==> src/design/hasum_pkg.sv <==
// Shared constants, types and functions for the top-h absolute sum bound check.
package hasum_pkg;

	localparam int TOP_COUNT = 40;
	localparam int COEF_W = 16;
	localparam int MAG_W = 15;
	localparam int SUM_W = 21;
	localparam int BOUND_W = 24;
	localparam logic [MAG_W-1:0] MAG_MAX = {MAG_W{1'b1}};

	typedef struct packed {
		logic ins;
		logic clr;
	} cell_ctl_t;

	// Absolute value of a coefficient; the most negative code saturates.
	function automatic logic [MAG_W-1:0] magnitude_of(input logic [COEF_W-1:0] c);
		logic [COEF_W-1:0] n;
		n = c[COEF_W-1] ? (~c + COEF_W'(1)) : c;
		return n[COEF_W-1] ? MAG_MAX : n[MAG_W-1:0];
	endfunction

endpackage

==> src/design/hasum_cell.sv <==
// One cell of the sorted insertion chain, holding one kept magnitude.
module hasum_cell
	import hasum_pkg::*;
(
	input  logic             clk,
	input  logic             arst_n,
	input  cell_ctl_t        ctl,
	input  logic [MAG_W-1:0] mag,
	input  logic             prev_gt,
	input  logic [MAG_W-1:0] prev_val,
	output logic             gt,
	output logic [MAG_W-1:0] val
);

	logic [MAG_W-1:0] val_q;

	assign gt  = mag > val_q;
	assign val = val_q;

	always_ff @(posedge clk or negedge arst_n) begin
		if (!arst_n) begin
			val_q <= '0;
		end else if (ctl.clr) begin
			val_q <= '0;
		end else if (ctl.ins && gt) begin
			val_q <= prev_gt ? prev_val : mag;
		end
	end

endmodule

==> src/design/top_h_abs_sum_bound_check.sv <==
// Top level: keeps the largest coefficient magnitudes and checks their sum.
// The result word is registered and appears in the cycle after the last coefficient is accepted.
// Throughput: one coefficient per cycle while in_stall is low, set by the compare in every cell
// and the running-sum adder that tracks the kept values.
// The input stalls only while a finished result waits and the output is stalled.
// Reset clears all cells, the running sum, the result register and the bound.
module top_h_abs_sum_bound_check
	import hasum_pkg::*;
(
	input  logic               clk,
	input  logic               arst_n,
	input  logic               in_valid,
	output logic               in_stall,
	input  logic [COEF_W-1:0]  coefficient,
	input  logic               last,
	output logic               out_valid,
	input  logic               out_stall,
	output logic               reject,
	output logic [SUM_W-1:0]   top_sum,
	input  logic               cfg_wr_en,
	input  logic [BOUND_W-1:0] cfg_wr_data
);

	logic [BOUND_W-1:0] sum_bound_q;
	logic [SUM_W-1:0]   sum_q;
	logic [SUM_W-1:0]   sum_next;
	logic               out_valid_q;
	logic               reject_q;
	logic [SUM_W-1:0]   top_sum_q;
	logic               accept;
	logic               accept_last;
	logic [MAG_W-1:0]   mag;
	cell_ctl_t          ctl;
	logic [TOP_COUNT-1:0] gt_w;
	logic [MAG_W-1:0]   val_w [TOP_COUNT];
	logic               sorted_ok;

	assign in_stall    = out_valid_q && out_stall;
	assign accept      = in_valid && !in_stall;
	assign accept_last = accept && last;
	assign mag         = magnitude_of(coefficient);
	assign ctl.ins     = accept;
	assign ctl.clr     = accept_last;

	for (genvar i = 0; i < TOP_COUNT; i++) begin : g_cell
		if (i == 0) begin : g_head
			hasum_cell u_cell (
				.clk      (clk),
				.arst_n   (arst_n),
				.ctl      (ctl),
				.mag      (mag),
				.prev_gt  (1'b0),
				.prev_val ('0),
				.gt       (gt_w[i]),
				.val      (val_w[i])
			);
		end else begin : g_body
			hasum_cell u_cell (
				.clk      (clk),
				.arst_n   (arst_n),
				.ctl      (ctl),
				.mag      (mag),
				.prev_gt  (gt_w[i-1]),
				.prev_val (val_w[i-1]),
				.gt       (gt_w[i]),
				.val      (val_w[i])
			);
		end
	end

	// The tail value drops out of the store whenever the new magnitude is kept.
	always_comb begin
		if (gt_w[TOP_COUNT-1]) begin
			sum_next = sum_q + SUM_W'(mag) - SUM_W'(val_w[TOP_COUNT-1]);
		end else begin
			sum_next = sum_q;
		end
	end

	always_ff @(posedge clk or negedge arst_n) begin
		if (!arst_n) begin
			sum_bound_q <= '0;
		end else if (cfg_wr_en) begin
			sum_bound_q <= cfg_wr_data;
		end
	end

	always_ff @(posedge clk or negedge arst_n) begin
		if (!arst_n) begin
			sum_q <= '0;
		end else if (accept_last) begin
			sum_q <= '0;
		end else if (accept) begin
			sum_q <= sum_next;
		end
	end

	always_ff @(posedge clk or negedge arst_n) begin
		if (!arst_n) begin
			out_valid_q <= 1'b0;
		end else if (accept_last) begin
			out_valid_q <= 1'b1;
		end else if (!out_stall) begin
			out_valid_q <= 1'b0;
		end
	end

	always_ff @(posedge clk or negedge arst_n) begin
		if (!arst_n) begin
			top_sum_q <= '0;
			reject_q  <= 1'b0;
		end else if (accept_last) begin
			top_sum_q <= sum_next;
			reject_q  <= BOUND_W'(sum_next) > sum_bound_q;
		end
	end

	assign out_valid = out_valid_q;
	assign reject    = reject_q;
	assign top_sum   = top_sum_q;

	always_comb begin
		sorted_ok = 1'b1;
		for (int i = 1; i < TOP_COUNT; i++) begin
			if (val_w[i] > val_w[i-1]) begin
				sorted_ok = 1'b0;
			end
		end
	end

`ifndef ASSERT_OFF
	a_sorted: assert property (@(posedge clk) disable iff (!arst_n) sorted_ok)
		else $error("Kept magnitudes are not in descending order.");

	a_sum_clear: assert property (@(posedge clk) disable iff (!arst_n)
		accept_last |=> (sum_q == '0) && (val_w[0] == '0))
		else $error("Store was not cleared after the last coefficient.");

	a_result: assert property (@(posedge clk) disable iff (!arst_n)
		accept_last |=> out_valid)
		else $error("No result word after the last coefficient.");
`endif

endmodule

==> config.mk <==
export PLATFORM = sky130hd
export DESIGN_NAME = top_h_abs_sum_bound_check
export DESIGN_NICKNAME = d
export VERILOG_FILES = /design/src/design/hasum_pkg.sv /design/src/design/hasum_cell.sv /design/src/design/top_h_abs_sum_bound_check.sv
export SDC_FILE = /design/constraint.sdc
export NUM_CORES = 2
export LEC_CHECK = 0
export BUFFER_PORTS_ARGS = -buffer_cell sky130_fd_sc_hd__buf_2
export CORE_UTILIZATION = 50
export CTS_CLUSTER_SIZE = 40
export DETAILED_ROUTE_END_ITERATION = 10
export GPL_TIMING_DRIVEN = 1
export PLACE_DENSITY = 0.66
export SLEW_MARGIN = 20
export SYNTH_ARGS = -nofsm -noshare
export SYNTH_HDL_FRONTEND = slang
export SYNTH_SLANG_ARGS = --single-unit
==> constraint.sdc <==
create_clock -name clk -period 11.7 [get_ports clk]
set_clock_uncertainty 0.2 [all_clocks]
set_input_delay 0 -clock clk [delete_from_list [all_inputs] [get_ports clk]]
set_output_delay 0 -clock clk [all_outputs]
set_load 0.03 [all_outputs]
==> qor.csv <==
stage,metric,value,unit
run_status,status,"finished, final reports clean",
setup_path,CP max stage cell,dlygate4sd3_1,
sta,fmax,0.154,GHz
sta,final hold vios,0,
clock_tree,Root Driver,clkbuf_16,
finish,"Core Util, Final",0.563,
setup_path,Worst R2R Start,sum_q[1],
clock_tree,CTS Buffer Depth,3,
setup_path,nature of the critical path startpoint,input port,
detailed_routing,First DRT Iteration DRCs,2969,
synth,number of synthesized flops with an enable pin,0,
power,Power Internal,0.00632,W
sta,hold_ws,0.0506,ns
power,leakage,23.0,nW
floorplan,num ports,70,
power,Worst IR Drop VDD,0.000131,V
floorplan,die area,96200,um^2
sta,final setup fails,0,
global_route,initial antenna violation count,5,
clock_tree,clock-pin slew on the worst setup and hold paths,0.06,ns
sta,fin crit share,0.553,
setup_path,"slowest stage delay, CP",0.54,ns
clock_tree,Worst-Skew Late Latency,0.66,ns
clock_tree,CTS Hold Bufs,113,
finish,"most common cell after layout, fill and taps aside",dfrtp_1,
detailed_routing,DRT Pass-1 Iters,6,
setup_path,crit path capture type,register,
clock_tree,CTS tree,built,
setup_path,Worst EP arrival,6.80,ns
floorplan,die height,310,um
detailed_routing,met2 WL,61.2,mm
power,sw power,0.00439,W
power,P per Cell Area,203,nW/um^2
clock_tree,CTS buffer count,80,
floorplan,core area,93700,um^2
global_route,first-pass GRT wire length,218,mm
worst_hold_path,start point of the worst hold path,coefficient[11],
global_route,total global-route track usage,0.284,
placement,Port Buffers,69,
detailed_routing,# DRC,0,
synth,Post-synth top flop,dfrtp_1,
sta,Slew @ Worst Pin,1.06,ns
floorplan,FP Rows,112,
detailed_routing,Post-DRT Antenna Nets,0,
clock_tree,postcts setup bufs,0,
floorplan,Starting Density,0.506,
power,share of power burned in registers,0.299,
setup_path,Worst Setup Path Type,in2reg,
finish,Layout Nets,6248,
finish,layout cell share with drive strength beyond 1,0.0706,
synth,"FF+latch count, synth",668,
sta,Final TNS setup,0,ns
setup_path,CP Data Required Time,12.03,ns
finish,most frequent cells in the layout,"dfrtp_1 (668), ha_1 (642), inv_1 (602)",
floorplan,Die Wd,310,um
synth,"Seq/Total Area, Yosys",0.352,
job,maxcap violations,0,
clock_tree,CTS resizes,0,
detailed_routing,met3 wire length,7.42,mm
detailed_routing,wl on met1,63.2,mm
global_route,largest net degree at the start of global routing,108,
detailed_routing,vias post-DR,40300,
clock_tree,H-tree levels,3,
synth,Synthesis Warnings,0,
placement,RePlAce Congestion,0.870,
placement,DP Wirelength,88.3,mm
synth,syn_area_per_cell,8.64,um^2
global_route,GRT overflow,0,
setup_path,crit path from,coefficient[12],
synth,Post-Syn Instances,5497,
sta,Rel. slew slack,0.290,
synth,Synth cell types,71,
worst_hold_path,Hold Crit Class,in2reg,
clock_tree,clock sinks,668,
finish,Layout area overhead,11.2,%
finish,Filler cells,8425,
detailed_routing,drt wl/cell,19.7,um
synth,Synth async-reset ratio,1.00,
power,sw frac,0.410,
sta,RSZ-0062 raised after global routing,false,
synth,synthesized net count,6200,
setup_path,"Cell Chain, Critical Path",dlygate4sd3_1 -> buf_2 -> or4_4 -> or4b_4 -> or2_1 -> buf_4 -> nand2_4 -> fa_1 -> ha_1 -> a21oi_1 -> nand2_1 -> o21a_1 -> o31a_1 -> o21ai_0 -> a21oi_1 -> or2_2 -> ha_1 -> a21o_1 -> a21o_1 -> a221o_1 -> a221oi_1 -> a21boi_0 -> o21bai_1 -> a31oi_1,
detailed_routing,WL final,135,mm
synth,Post-Syn Area,47500,um^2
sta,min Tclk post-route,6.47,ns
global_route,vias in the first global route,39700,
power,Comb pwr share,0.452,
detailed_routing,top sig layer,met4,
power,Clk pwr share,0.249,
power,Pwr Total,0.0107,W
sta,Slew Limit Fails,0,
detailed_routing,vias per std cell,5.87,
setup_path,Crit Path Max Fanout,32,
==> worst max-delay path, delay by kind of cell <==
family | cells | cell delay (ns)
AOI/OAI and AO/OA | 12 | 2.40
and+or+nand+nor | 6 | 2.21
adders and majority gates | 3 | 1.20
buffers and inverters | 3 | 0.93
==> layout make-up <==
type | count | area (um^2) | share of cell area
Multi-Input combinational cell | 3944 | 27400 | 0.520
Clock inverter | 37 | 494 | 0.00936
Timing Repair Buffer | 247 | 2020 | 0.0383
Inverter | 604 | 2270 | 0.0429
Clock buffer | 112 | 2300 | 0.0436
Tap cell | 1254 | 1570 | 0.0297
Sequential cell | 668 | 16700 | 0.317
Antenna cell | 2 | 5.00 | 0.0000948
==> layer usage <==
| layer | up-vias | global-route usage |
|---|---|---|
| met5 | - | 0 |
| met4 | 0 | 0.0891 |
| met3 | 254 | 0.0396 |
| met2 | 1055 | 0.453 |
| met1 | 19500 | 0.400 |
| li1 | 19500 | - |
==> flip-flops by register name, indices dropped and copies added, names as in the netlist <==
signal and flops:
sum_q 21, reject 1, g_cell.g_head.u_cell.val 15, out_valid 1
sum_bound_q 24, top_sum 21, g_cell.g_body.u_cell.val 585
==> logic make-up after synthesis <==
logic type | Yosys count | synth area share
multiplexers | 285 | 0.0608
XOR/XNOR | 20 | 0.00369
buffers and inverters | 885 | 0.0736
AO/OA/AOI/OAI | 1601 | 0.205
AND/OR/NAND/NOR | 1381 | 0.129
flip-flops | 668 | 0.352
adder cells (fa/ha/maj) | 657 | 0.176
==> cells in the mapped netlist, types with 25 or more instances <==
library cell,instances,area [um^2]
a211oi_1,42,315
a21o_1,69,518
a21oi_1,574,2870
a31o_2,26,228
buf_2,50,250
clkbuf_1,205,769
dfrtp_1,668,16700
ha_1,642,8030
inv_1,603,2260
mux2_2,26,293
mux2i_1,259,2590
nand2_1,563,2110
nand3_1,105,526
nand3b_1,27,203
nand4_1,111,694
nor2_1,408,1530
nor2b_1,28,175
nor3_1,25,125
o21ai_0,435,2180
o21ai_1,71,355
o2bb2ai_1,195,1710
o31ai_1,33,248
or2_2,31,194
==> worst paths after layout <==
path	endpoint	slack (ns)	cells after the start
hold reg to reg	g_cell[33].g_body.u_cell.val[14]	0.28	2
setup reg to reg	reject	6.90	16
max in group asynchronous	g_cell[22].g_body.u_cell.val[13]	9.36	5
min in group asynchronous	sum_bound_q[20]	0.40	4
hold / removal	g_cell[1].g_body.u_cell.val[11]	0.05	5
setup / recovery	reject	5.23	24
==> power groups by stage <==
stage / clock network [W] / logic, W / registers [W]
floorplan: 0 / 0.00354 / 0.00315
global placement: 0 / 0.00456 / 0.00322
detailed placement: 0 / 0.00468 / 0.00323
CTS: 0.00270 / 0.00475 / 0.00319
global route: 0.00280 / 0.00543 / 0.00326
finish: 0.00267 / 0.00484 / 0.00320
==> through the flow <==
step | worst slack, ns | std cells | cell area (um^2)
after floorplan | 5.75 | 5497 | 47500
after global placement | 5.36 | 6604 | 48800
after detailed placement | 5.36 | 6604 | 48800
after CTS | 5.51 | 6866 | 52800
after global routing | 4.91 | 6868 | 52800
final | 5.23 | 6868 | 52800
No activity file was read; power rests on OpenSTA's default activity.
